## src/design/swgt_pkg.sv

```systemverilog
// Shared types and constants for the sine wave gray texel generator.
package swgt_pkg;

	localparam int COORD_W  = 13;
	localparam int DIR_W    = 16;
	localparam int FREQ_W   = 24;
	localparam int OFFS_W   = 16;
	localparam int GRAY_W   = 8;
	localparam int PROD_W   = DIR_W + COORD_W + 1;   // signed dir times unsigned coord
	localparam int DOT_W    = PROD_W + 1;
	localparam int FRAC_W   = 38;                    // turn fraction, 14 + 24 bits
	localparam int APB_AW   = 4;
	localparam int APB_DW   = 32;

	localparam longint unsigned ONE_Q30    = 64'd1073741824;
	localparam longint unsigned TWO_PI_Q30 = 64'd6746518852;

	typedef logic        [COORD_W-1:0] coord_t;
	typedef logic signed [DIR_W-1:0]   dir_t;
	typedef logic        [FREQ_W-1:0]  freq_t;
	typedef logic        [OFFS_W-1:0]  offs_t;
	typedef logic signed [DOT_W-1:0]   dot_t;
	typedef logic        [GRAY_W-1:0]  gray_t;

	typedef enum logic [1:0] {
		REG_DIR_X        = 2'd0,
		REG_DIR_Y        = 2'd1,
		REG_SPATIAL_FREQ = 2'd2,
		REG_PHASE_OFFSET = 2'd3
	} reg_idx_t;

endpackage

```

## src/design/sine_wave_gray_texel.sv

```systemverilog
// Top level: directional sine wave gray texel generator with APB registers.
//
//   channel | signals                              | word
//   --------+--------------------------------------+------------------------
//   input   | in_valid, in_ready                   | x_coord, y_coord
//   output  | out_valid, out_ready                 | gray
//   config  | psel, penable, pwrite, paddr, pready | pwdata in, prdata out
//
// Six register stages: two multipliers, dot sum, phase multiply, offset add,
// quadrant fold, table lookup. One word enters per clock while the output
// does not stall; the 31x24 phase multiply and the table read each take a
// stage. Ready ripples back stage by stage, so bubbles close up and a stall
// at the output holds a word once the stages ahead are full. Reset clears
// valid bits and the four registers to zero; table contents are constants.
module sine_wave_gray_texel #(
	parameter int PHASE_BITS = 12
) (
	input  logic                            clk,
	input  logic                            arst_n,
	// APB-style register port
	input  logic                            psel,
	input  logic                            penable,
	input  logic                            pwrite,
	input  logic [swgt_pkg::APB_AW-1:0]     paddr,
	input  logic [swgt_pkg::APB_DW-1:0]     pwdata,
	output logic [swgt_pkg::APB_DW-1:0]     prdata,
	output logic                            pready,
	// pixel coordinate words
	input  logic                            in_valid,
	output logic                            in_ready,
	input  swgt_pkg::coord_t                x_coord,
	input  swgt_pkg::coord_t                y_coord,
	// gray words
	output logic                            out_valid,
	input  logic                            out_ready,
	output swgt_pkg::gray_t                 gray
);

	swgt_pkg::dir_t      dir_x_q, dir_y_q;
	swgt_pkg::freq_t     spatial_freq_q;
	swgt_pkg::offs_t     phase_offset_q;
	swgt_pkg::reg_idx_t  reg_idx;
	logic                wr_en;

	logic                dot_valid, dot_ready;
	swgt_pkg::dot_t      dot;
	logic                ph_valid, ph_ready;
	logic [PHASE_BITS-1:0] addr;

	// ---------------- register file ----------------
	// word address decode; byte offset bits are ignored
	assign reg_idx = swgt_pkg::reg_idx_t'(paddr[swgt_pkg::APB_AW-1:2]);
	assign pready  = 1'b1;
	assign wr_en   = psel && penable && pwrite;

	always_ff @(posedge clk or negedge arst_n) begin
		if (!arst_n) begin
			dir_x_q        <= '0;
			dir_y_q        <= '0;
			spatial_freq_q <= '0;
			phase_offset_q <= '0;
		end else if (wr_en) begin
			unique case (reg_idx)
				swgt_pkg::REG_DIR_X:        dir_x_q        <= pwdata[swgt_pkg::DIR_W-1:0];
				swgt_pkg::REG_DIR_Y:        dir_y_q        <= pwdata[swgt_pkg::DIR_W-1:0];
				swgt_pkg::REG_SPATIAL_FREQ: spatial_freq_q <= pwdata[swgt_pkg::FREQ_W-1:0];
				swgt_pkg::REG_PHASE_OFFSET: phase_offset_q <= pwdata[swgt_pkg::OFFS_W-1:0];
				default: ;
			endcase
		end
	end

	// read-back returns raw register bits, zero-extended
	always_comb begin
		unique case (reg_idx)
			swgt_pkg::REG_DIR_X:        prdata = swgt_pkg::APB_DW'(unsigned'(dir_x_q));
			swgt_pkg::REG_DIR_Y:        prdata = swgt_pkg::APB_DW'(unsigned'(dir_y_q));
			swgt_pkg::REG_SPATIAL_FREQ: prdata = swgt_pkg::APB_DW'(spatial_freq_q);
			swgt_pkg::REG_PHASE_OFFSET: prdata = swgt_pkg::APB_DW'(phase_offset_q);
			default:                    prdata = '0;
		endcase
	end

	// ---------------- datapath ----------------
	// stages 1-2: dir_x*x + dir_y*y, exact, 14 fraction bits
	swgt_dot u_dot (
		.clk       (clk),
		.arst_n    (arst_n),
		.dir_x     (dir_x_q),
		.dir_y     (dir_y_q),
		.in_valid  (in_valid),
		.in_ready  (in_ready),
		.x_coord   (x_coord),
		.y_coord   (y_coord),
		.out_valid (dot_valid),
		.out_ready (dot_ready),
		.dot       (dot)
	);

	// stages 3-4: turn fraction, 38 bits, truncated to the table address
	swgt_phase #(
		.PHASE_BITS (PHASE_BITS)
	) u_phase (
		.clk          (clk),
		.arst_n       (arst_n),
		.spatial_freq (spatial_freq_q),
		.phase_offset (phase_offset_q),
		.in_valid     (dot_valid),
		.in_ready     (dot_ready),
		.dot          (dot),
		.out_valid    (ph_valid),
		.out_ready    (ph_ready),
		.addr         (addr)
	);

	// stages 5-6: quarter-wave fold and gray lookup; stage 6 is the output register
	swgt_shade #(
		.PHASE_BITS (PHASE_BITS)
	) u_shade (
		.clk       (clk),
		.arst_n    (arst_n),
		.in_valid  (ph_valid),
		.in_ready  (ph_ready),
		.addr      (addr),
		.out_valid (out_valid),
		.out_ready (out_ready),
		.gray      (gray)
	);

endmodule

```

## src/design/swgt_dot.sv

```systemverilog
// Two-stage direction dot position: products, then sum.
module swgt_dot (
	input  logic               clk,
	input  logic               arst_n,
	input  swgt_pkg::dir_t     dir_x,
	input  swgt_pkg::dir_t     dir_y,
	input  logic               in_valid,
	output logic               in_ready,
	input  swgt_pkg::coord_t   x_coord,
	input  swgt_pkg::coord_t   y_coord,
	output logic               out_valid,
	input  logic               out_ready,
	output swgt_pkg::dot_t     dot
);

	logic                                   v_s1, v_s2;
	logic                                   rdy_s1, rdy_s2;
	logic signed [swgt_pkg::PROD_W-1:0]     px_s1, py_s1;
	swgt_pkg::dot_t                         dot_s2;

	assign rdy_s2   = !v_s2 || out_ready;
	assign rdy_s1   = !v_s1 || rdy_s2;
	assign in_ready = rdy_s1;

	always_ff @(posedge clk or negedge arst_n) begin
		if (!arst_n) begin
			v_s1 <= 1'b0;
			v_s2 <= 1'b0;
		end else begin
			if (rdy_s1) v_s1 <= in_valid;
			if (rdy_s2) v_s2 <= v_s1;
		end
	end

	always_ff @(posedge clk) begin
		if (rdy_s1 && in_valid) begin
			px_s1 <= swgt_pkg::PROD_W'(dir_x * $signed({1'b0, x_coord}));
			py_s1 <= swgt_pkg::PROD_W'(dir_y * $signed({1'b0, y_coord}));
		end
		if (rdy_s2 && v_s1)
			dot_s2 <= swgt_pkg::DOT_W'(px_s1) + swgt_pkg::DOT_W'(py_s1);
	end

	assign out_valid = v_s2;
	assign dot       = dot_s2;

endmodule

```

## src/design/swgt_phase.sv

```systemverilog
// Two-stage phase: scale by spatial frequency, add offset, take table address.
module swgt_phase #(
	parameter int PHASE_BITS = 12
) (
	input  logic                   clk,
	input  logic                   arst_n,
	input  swgt_pkg::freq_t        spatial_freq,
	input  swgt_pkg::offs_t        phase_offset,
	input  logic                   in_valid,
	output logic                   in_ready,
	input  swgt_pkg::dot_t         dot,
	output logic                   out_valid,
	input  logic                   out_ready,
	output logic [PHASE_BITS-1:0]  addr
);

	localparam int MUL_W = swgt_pkg::DOT_W + swgt_pkg::FREQ_W + 1;

	logic                           v_s3, v_s4;
	logic                           rdy_s3, rdy_s4;
	logic [swgt_pkg::FRAC_W-1:0]    ph_s3;
	logic signed [MUL_W-1:0]        prod;
	logic [swgt_pkg::FRAC_W-1:0]    ph_sum;
	logic [PHASE_BITS-1:0]          addr_s4;

	assign rdy_s4   = !v_s4 || out_ready;
	assign rdy_s3   = !v_s3 || rdy_s4;
	assign in_ready = rdy_s3;

	// low bits of the signed product are the turn fraction; wrap is free
	assign prod   = MUL_W'(dot * $signed({1'b0, spatial_freq}));
	assign ph_sum = ph_s3 + {phase_offset, (swgt_pkg::FRAC_W - swgt_pkg::OFFS_W)'(0)};

	always_ff @(posedge clk or negedge arst_n) begin
		if (!arst_n) begin
			v_s3 <= 1'b0;
			v_s4 <= 1'b0;
		end else begin
			if (rdy_s3) v_s3 <= in_valid;
			if (rdy_s4) v_s4 <= v_s3;
		end
	end

	always_ff @(posedge clk) begin
		if (rdy_s3 && in_valid)
			ph_s3 <= prod[swgt_pkg::FRAC_W-1:0];
		if (rdy_s4 && v_s3)
			addr_s4 <= ph_sum[swgt_pkg::FRAC_W-1 -: PHASE_BITS];
	end

	assign out_valid = v_s4;
	assign addr      = addr_s4;

endmodule

```

## src/design/swgt_shade.sv

```systemverilog
// Two-stage shading: quarter-wave fold, then gray lookup from constant tables.
module swgt_shade #(
	parameter int PHASE_BITS = 12
) (
	input  logic                   clk,
	input  logic                   arst_n,
	input  logic                   in_valid,
	output logic                   in_ready,
	input  logic [PHASE_BITS-1:0]  addr,
	output logic                   out_valid,
	input  logic                   out_ready,
	output swgt_pkg::gray_t        gray
);

	localparam int QUARTER = 2 ** (PHASE_BITS - 2);
	localparam int IW      = PHASE_BITS - 1;            // holds 0..QUARTER
	localparam int LUT_N   = QUARTER + 1;
	localparam int GW      = swgt_pkg::GRAY_W;
	localparam logic [IW-1:0] QUARTER_I = IW'(QUARTER);

	// gray per folded index; neg selects the lower half turn
	function automatic logic [LUT_N*GW-1:0] build_lut(input logic neg);
		logic [LUT_N*GW-1:0] lut;
		longint unsigned     x, x2, t, g;
		longint              s;
		lut = '0;
		for (int r = 0; r < LUT_N; r++) begin
			x  = (longint'(r) * swgt_pkg::TWO_PI_Q30) >> PHASE_BITS;
			x2 = (x * x) >> 30;
			s  = longint'(x);
			t  = ((x * x2) >> 30) / 6;   s = s - longint'(t);
			t  = ((t * x2) >> 30) / 20;  s = s + longint'(t);
			t  = ((t * x2) >> 30) / 42;  s = s - longint'(t);
			t  = ((t * x2) >> 30) / 72;  s = s + longint'(t);
			t  = ((t * x2) >> 30) / 110; s = s - longint'(t);
			if (s < 0) s = 0;
			if (s > longint'(swgt_pkg::ONE_Q30)) s = longint'(swgt_pkg::ONE_Q30);
			if (neg)
				g = ((swgt_pkg::ONE_Q30 - longint'(s)) * 255) >> 31;
			else
				g = ((longint'(s) + swgt_pkg::ONE_Q30) * 255) >> 31;
			lut[r*GW +: GW] = g[GW-1:0];
		end
		return lut;
	endfunction

	localparam logic [LUT_N*GW-1:0] POS_LUT = build_lut(1'b0);
	localparam logic [LUT_N*GW-1:0] NEG_LUT = build_lut(1'b1);

	logic                   v_s5, v_s6;
	logic                   rdy_s5, rdy_s6;
	logic [IW-1:0]          idx_s5;
	logic                   neg_s5;
	logic [IW-1:0]          r_ext;
	swgt_pkg::gray_t        gray_s6;

	assign rdy_s6   = !v_s6 || out_ready;
	assign rdy_s5   = !v_s5 || rdy_s6;
	assign in_ready = rdy_s5;

	assign r_ext = {1'b0, addr[PHASE_BITS-3:0]};

	always_ff @(posedge clk or negedge arst_n) begin
		if (!arst_n) begin
			v_s5 <= 1'b0;
			v_s6 <= 1'b0;
		end else begin
			if (rdy_s5) v_s5 <= in_valid;
			if (rdy_s6) v_s6 <= v_s5;
		end
	end

	always_ff @(posedge clk) begin
		if (rdy_s5 && in_valid) begin
			// odd quadrants run backwards from the peak
			idx_s5 <= addr[PHASE_BITS-2] ? QUARTER_I - r_ext : r_ext;
			neg_s5 <= addr[PHASE_BITS-1];
		end
		if (rdy_s6 && v_s5)
			gray_s6 <= neg_s5 ? NEG_LUT[idx_s5*GW +: GW] : POS_LUT[idx_s5*GW +: GW];
	end

	assign out_valid = v_s6;
	assign gray      = gray_s6;

endmodule

```

## config.mk

```make
export PLATFORM = sky130hd
export DESIGN_NAME = sine_wave_gray_texel
export DESIGN_NICKNAME = d
export VERILOG_FILES = /design/src/design/swgt_pkg.sv /design/src/design/sine_wave_gray_texel.sv /design/src/design/swgt_dot.sv /design/src/design/swgt_phase.sv /design/src/design/swgt_shade.sv
export SDC_FILE = /design/constraint.sdc
export NUM_CORES = 2
export LEC_CHECK = 0
export BUFFER_PORTS_ARGS = -buffer_cell sky130_fd_sc_hd__clkbuf_2
export CAP_MARGIN = 20
export CORE_MARGIN = 4
export CORE_UTILIZATION = 50
export CTS_BUF_LIST = sky130_fd_sc_hd__clkbuf_2 sky130_fd_sc_hd__clkbuf_4 sky130_fd_sc_hd__clkbuf_8
export CTS_CLUSTER_DIAMETER = 80
export DETAILED_ROUTE_END_ITERATION = 10
export GPL_TIMING_DRIVEN = 0
export PLACE_DENSITY = 0.66
export SETUP_SLACK_MARGIN = 0.15
export SLEW_MARGIN = 20
export SYNTH_ARGS = -nofsm -noshare
export SYNTH_HDL_FRONTEND = slang
export SYNTH_SLANG_ARGS = --single-unit
```

## constraint.sdc

```tcl
create_clock -name clk -period 12.2 [get_ports clk]
set_input_delay 3.05 -clock clk [delete_from_list [all_inputs] [get_ports clk]]
set_output_delay 3.05 -clock clk [all_outputs]
set_load 0.03 [all_outputs]
```

# Word-level counts from Yosys, hierarchy flattened
# Index checks and enable logic that the tools add are counted.
word_totals:
  register_bits: 239
  input_bits: 69
  output_inout_bits: 43
  elab_cells: 58
op_classes:
  addsub: 3
  multipliers: 3
  n_eq_ne: 3
  n_shift: 2
  mux: 3
  reduce_logical: 25
ops:
  columns: ["op", "count"]
  rows:
  - ["indexed part select 8200 x 15 -> 8 bit (first input constant)", 2]
  - ["one-hot mux 32 bit (4 select lines)", 1]
  - ["multiplier 16 x 14 -> 30 bit", 2]
  - ["adder 38 bit", 1]
  - ["multiplier 31 x 25 -> 38 bit", 1]
  - ["adder 30 x 30 -> 31 bit", 1]
  - ["subtractor 11 x 10 -> 11 bit (first input constant)", 1]
  - ["two-way mux 10 bit", 1]
  - ["logical AND 1 bit", 8]
  - ["two-way mux 8 bit", 1]
  - ["AND reduction 2 bit", 4]
  - ["logical NOT 1 bit", 6]
  - ["logical OR 1 bit", 6]
  - ["equality test 2 bit (second input constant)", 2]
  - ["equality test 2 x 1 -> 1 bit (second input constant)", 1]
  - ["logical NOT 2 bit", 1]

# Longest topological paths before layout
logic_depth:
  word_depth: 8
  mapped_depth: 26
  depth_no_buf: 24

# Hierarchy
# From an unflattened synthesis, not the netlist that was laid out.
unflattened:
  cells_unflattened: 5160
  hier_area_um2: 47976.0
modules_own_cells:
  columns: ["mod", "instances", "cells_per_inst", "area_each_um2", "seq_area_each_um2"]
  rows:
  - ["swgt_dot", 1, 2112, 20288.2, 2782.7]
  - ["swgt_phase", 1, 2221, 20139.3, 890.9]
  - ["swgt_shade", 1, 631, 4261.6, 650.6]
  - ["sine_wave_gray_texel", 1, 196, 3286.9, 1801.7]

# Least setup slack after synthesis
# OpenSTA, ideal clock, no wires.
synth_timing:
  path_kind: "input to register"
  from: "input y_coord[2]"
  to: "register u_dot.py_s1[29] (netlist name), data pin"
  setup_ns: 0.260
  t_arrival_ns: 8.483
  t_required_ns: 11.940
  setup_slack_ns: 3.458
  cell_stages: 21
  path_buffers: 1
  path_cell_list: "clkbuf_1 > nand2_1 > fa_1 > inv_1 > fa_1 > fa_1 > inv_1 > fa_1 > inv_1 > fa_1 > fa_1 > ha_1 > a21o_1 > nor2_1 > o211a_1 > o41ai_2 > a41oi_1 > o311ai_1 > a31oi_1 > a21oi_1 > xnor2_1"
synth_via:
  elab_chain_cells: 1
synth_rtl:
  columns: ["element", "line_no", "source"]
  rows:
  - ["start, declared", "sine_wave_gray_texel.sv:32", "input swgt_pkg::coord_t y_coord,"]
  - ["multiplier 16 x 14 -> 30 bit", "swgt_dot.sv:38", "py_s1 <= swgt_pkg::PROD_W'(dir_y * $signed({1'b0, y_coord}));"]
  - ["end signal, assigned", "swgt_dot.sv:38", null]
  - ["end, declared", "swgt_dot.sv:18", "logic signed [swgt_pkg::PROD_W-1:0] px_s1, py_s1;"]
# No other way between the ends.
# A chain may end at the register's enable or synchronous reset.

# Worst setup path in the final report
layout_timing:
  from: "input y_coord[3]"
  to: "register u_dot.py_s1[29] (netlist name), data pin"
# The elaborated chain is that of the path after synthesis.

==> impl_metrics.ini <==
[global_route]
grt_use_met2 = 0.492
antenna_found_initial = 13
grt.overflow.total = 0
track_usage = 0.304
use_met3 = 0.0613
use_met1 = 0.402
grt.busiest_layer = met2
grt_pass1_wl_mm = 229
grt_pass1_vias = 38732
grt_max_degree = 73

[logic_synthesis]
syn_area_mm2 = 0.0472
synth_async_sr_flop_share = 0.359
synth_edf_count = 139
synthFlopType = edfxtp_1
synth.avg_cell_area_um2 = 9.32
postSynthRegisterBits = 217
ys_seq_area_frac = 0.130
synth.distinct_cells = 96
yosysWarnings = 0
netlist_instances = 5065

[timing]
setup-tns-final_ns = 0
worst_pin_slew_ns = 0.994
fin_ws_ns = 2.85
rsz0062_at_grt = false
max_freq_mhz = 107
setup_viol = 0
hold-worst-slack_ns = 0.445
slew_viol_final = 0
hold_viol = 0
period_share = 0.767
finalCriticalPeriod_ns = 9.35
slew_headroom = 0.337
finalClockSkew_ns = 0.0482

[die]
io_pins = 112
core_area_mm2 = 0.0935
die_w_um = 315
die-height_um = 315
start_util = 0.505
dieArea_mm2 = 0.0993
rows = 112

[detailed_routing]
drtIter0Drc = 3137
wirelength_mm = 148
first_pass_iters = 8
vias = 36547
wl_per_cell_um = 22.8
drcViolationCount = 0
vias_per_cell = 5.63
drtAntennaViolNets = 0

[clocking]
cts_tree = built
cts_hold_buf = 0
clkTransAtPathRegs_ns = 0.07
cts_resized = 0
postCtsSetupBuffers = 0
clk_path_buf_depth = 3
cts.sinks = 217
cts_buffers = 38
h-tree-depth = 2
clock_latency_ns = 0.60
cts-root-buf = clkbuf_8

[status]
status = finished, final reports clean

[finish]
seq_area_mm2 = 0.00613
layout_common_cells = inv_1 (1,058), fa_1 (920), nand2_1 (594), and2_1 (546), ha_1 (307)
multiInputGateArea_mm2 = 0.0361
syn2layout_area_growth_pct = 6.39
fillers = 8695
layout_commonest_cell = inv_1
drive_gt1_frac = 0.0630
nets = 6504
fin_util = 0.537

[setup_path]
r2r_cells = 24
cp.required_ns = 12.51
start_kind = primary input
worstSetupPathType = in -> reg
crit_fanout = 10
critPathCaptureType = flip-flop
arrival_ns = 9.66

[placed_design]
place_congestion = 0.965
place_ws_ns = 2.27
port_buffers = 92
detailed_place_hpwl_mm = 124

[worst_hold_path]
hold_class = reg -> reg
hold_depth = 0

[run]
cap_violations = 0
[final cells by class]
cell class | instances | share of cell area
Antenna cell | 6 | 0.000299
Buffer | 265 | 0.0215
Clock buffer | 54 | 0.0136
Clock inverter | 15 | 0.00282
Inverter | 1061 | 0.0793
Multi-Input combinational cell | 3529 | 0.718
Sequential cell | 217 | 0.122
Tap cell | 1254 | 0.0313
Timing Repair Buffer | 96 | 0.0111
[synth_stat cells, types with 19 or more instances]
master,count,share of area
mux4_2,19,0.0091
ha_1,307,0.081
o211ai_1,22,0.0035
o21ai_0,102,0.011
o21a_1,25,0.0040
dfrtp_1,78,0.041
edfxtp_1,139,0.088
nand2b_1,29,0.0038
a211oi_1,21,0.0033
inv_1,1058,0.084
buf_2,34,0.0036
fa_1,920,0.39
xnor2_1,126,0.023
a21oi_1,168,0.018
o21ai_1,21,0.0022
nor3_1,40,0.0042
clkbuf_1,206,0.016
nor2_1,129,0.010
mux2_2,73,0.017
nand3_1,31,0.0033
nand2_1,594,0.047
xor2_1,39,0.0072
and2_1,548,0.073
nor2b_1,23,0.0030
a31oi_1,20,0.0027
a21o_1,35,0.0056
[layer usage]
layer  part of all wire  wire (µm)
met1               0.39      57800
met4              0.049       7210
met5            0.00043         63
met2               0.47      69000
met3              0.096      14200
[flip-flops by register name, indices dropped and copies added (netlist names), 8 cells and up]
register,flops
dir_x_q,16
dir_y_q,16
phase_offset_q,16
spatial_freq_q,24
u_dot.dot,31
u_dot.px_s1,30
u_dot.py_s1,30
u_phase.addr,12
u_phase.ph_s3,16
u_shade.gray,8
u_shade.idx_s5,11
[final timing paths]
path / startpoint / end / slack [ns]
min in group asynchronous: arst_n / u_dot.v_s1 / 2.27
worst max register to register: u_dot.dot[18] / u_phase.ph_s3[36] / 2.98
worst min-delay path: u_phase.addr[11] / u_shade.neg_s5 / 0.45
worst min register to register: u_phase.addr[11] / u_shade.neg_s5 / 0.45
worst max-delay path: y_coord[3] / u_dot.py_s1[29] / 2.85
max in group asynchronous: arst_n / dir_y_q[12] / 9.26
[cell families after synthesis]
kind of cell | count (synthesis) | share of synthesized area
and+or+nand+nor | 1460 | 0.154
buffers and inverters | 1326 | 0.107
adders and majority gates | 1229 | 0.472
AOI/OAI and AO/OA | 572 | 0.0788
DFF | 217 | 0.130
xor gates and xnor gates | 165 | 0.0306
muxes | 94 | 0.0269
other | 2 | 0.000159
[per-stage QoR]
stage	instances	cell area, µm²
floorplan	5072	47200
global placement	6418	49200
detailed placement	6422	49400
CTS	6491	50200
global route	6491	50200
finish	6497	50200
[worst max-delay path: stages]
cell	delay, ns
clkbuf_2	0.22
clkbuf_1	0.46
nand2_1	0.18
fa_1	0.55
inv_1	0.05
fa_1	0.47
fa_1	0.52
inv_1	0.06
fa_1	0.54
inv_1	0.05
fa_1	0.49
fa_1	0.42
ha_1	0.38
a21o_1	0.23
nor2_1	0.06
o211a_1	0.16
o41ai_2	0.63
a41oi_1	0.33
o311ai_1	0.36
a31oi_1	0.18
a21oi_1	0.19
xnor2_1	0.08
Power is not shown: default switching activity piles up to over one toggle a cycle in this logic, so the estimate is an artifact.
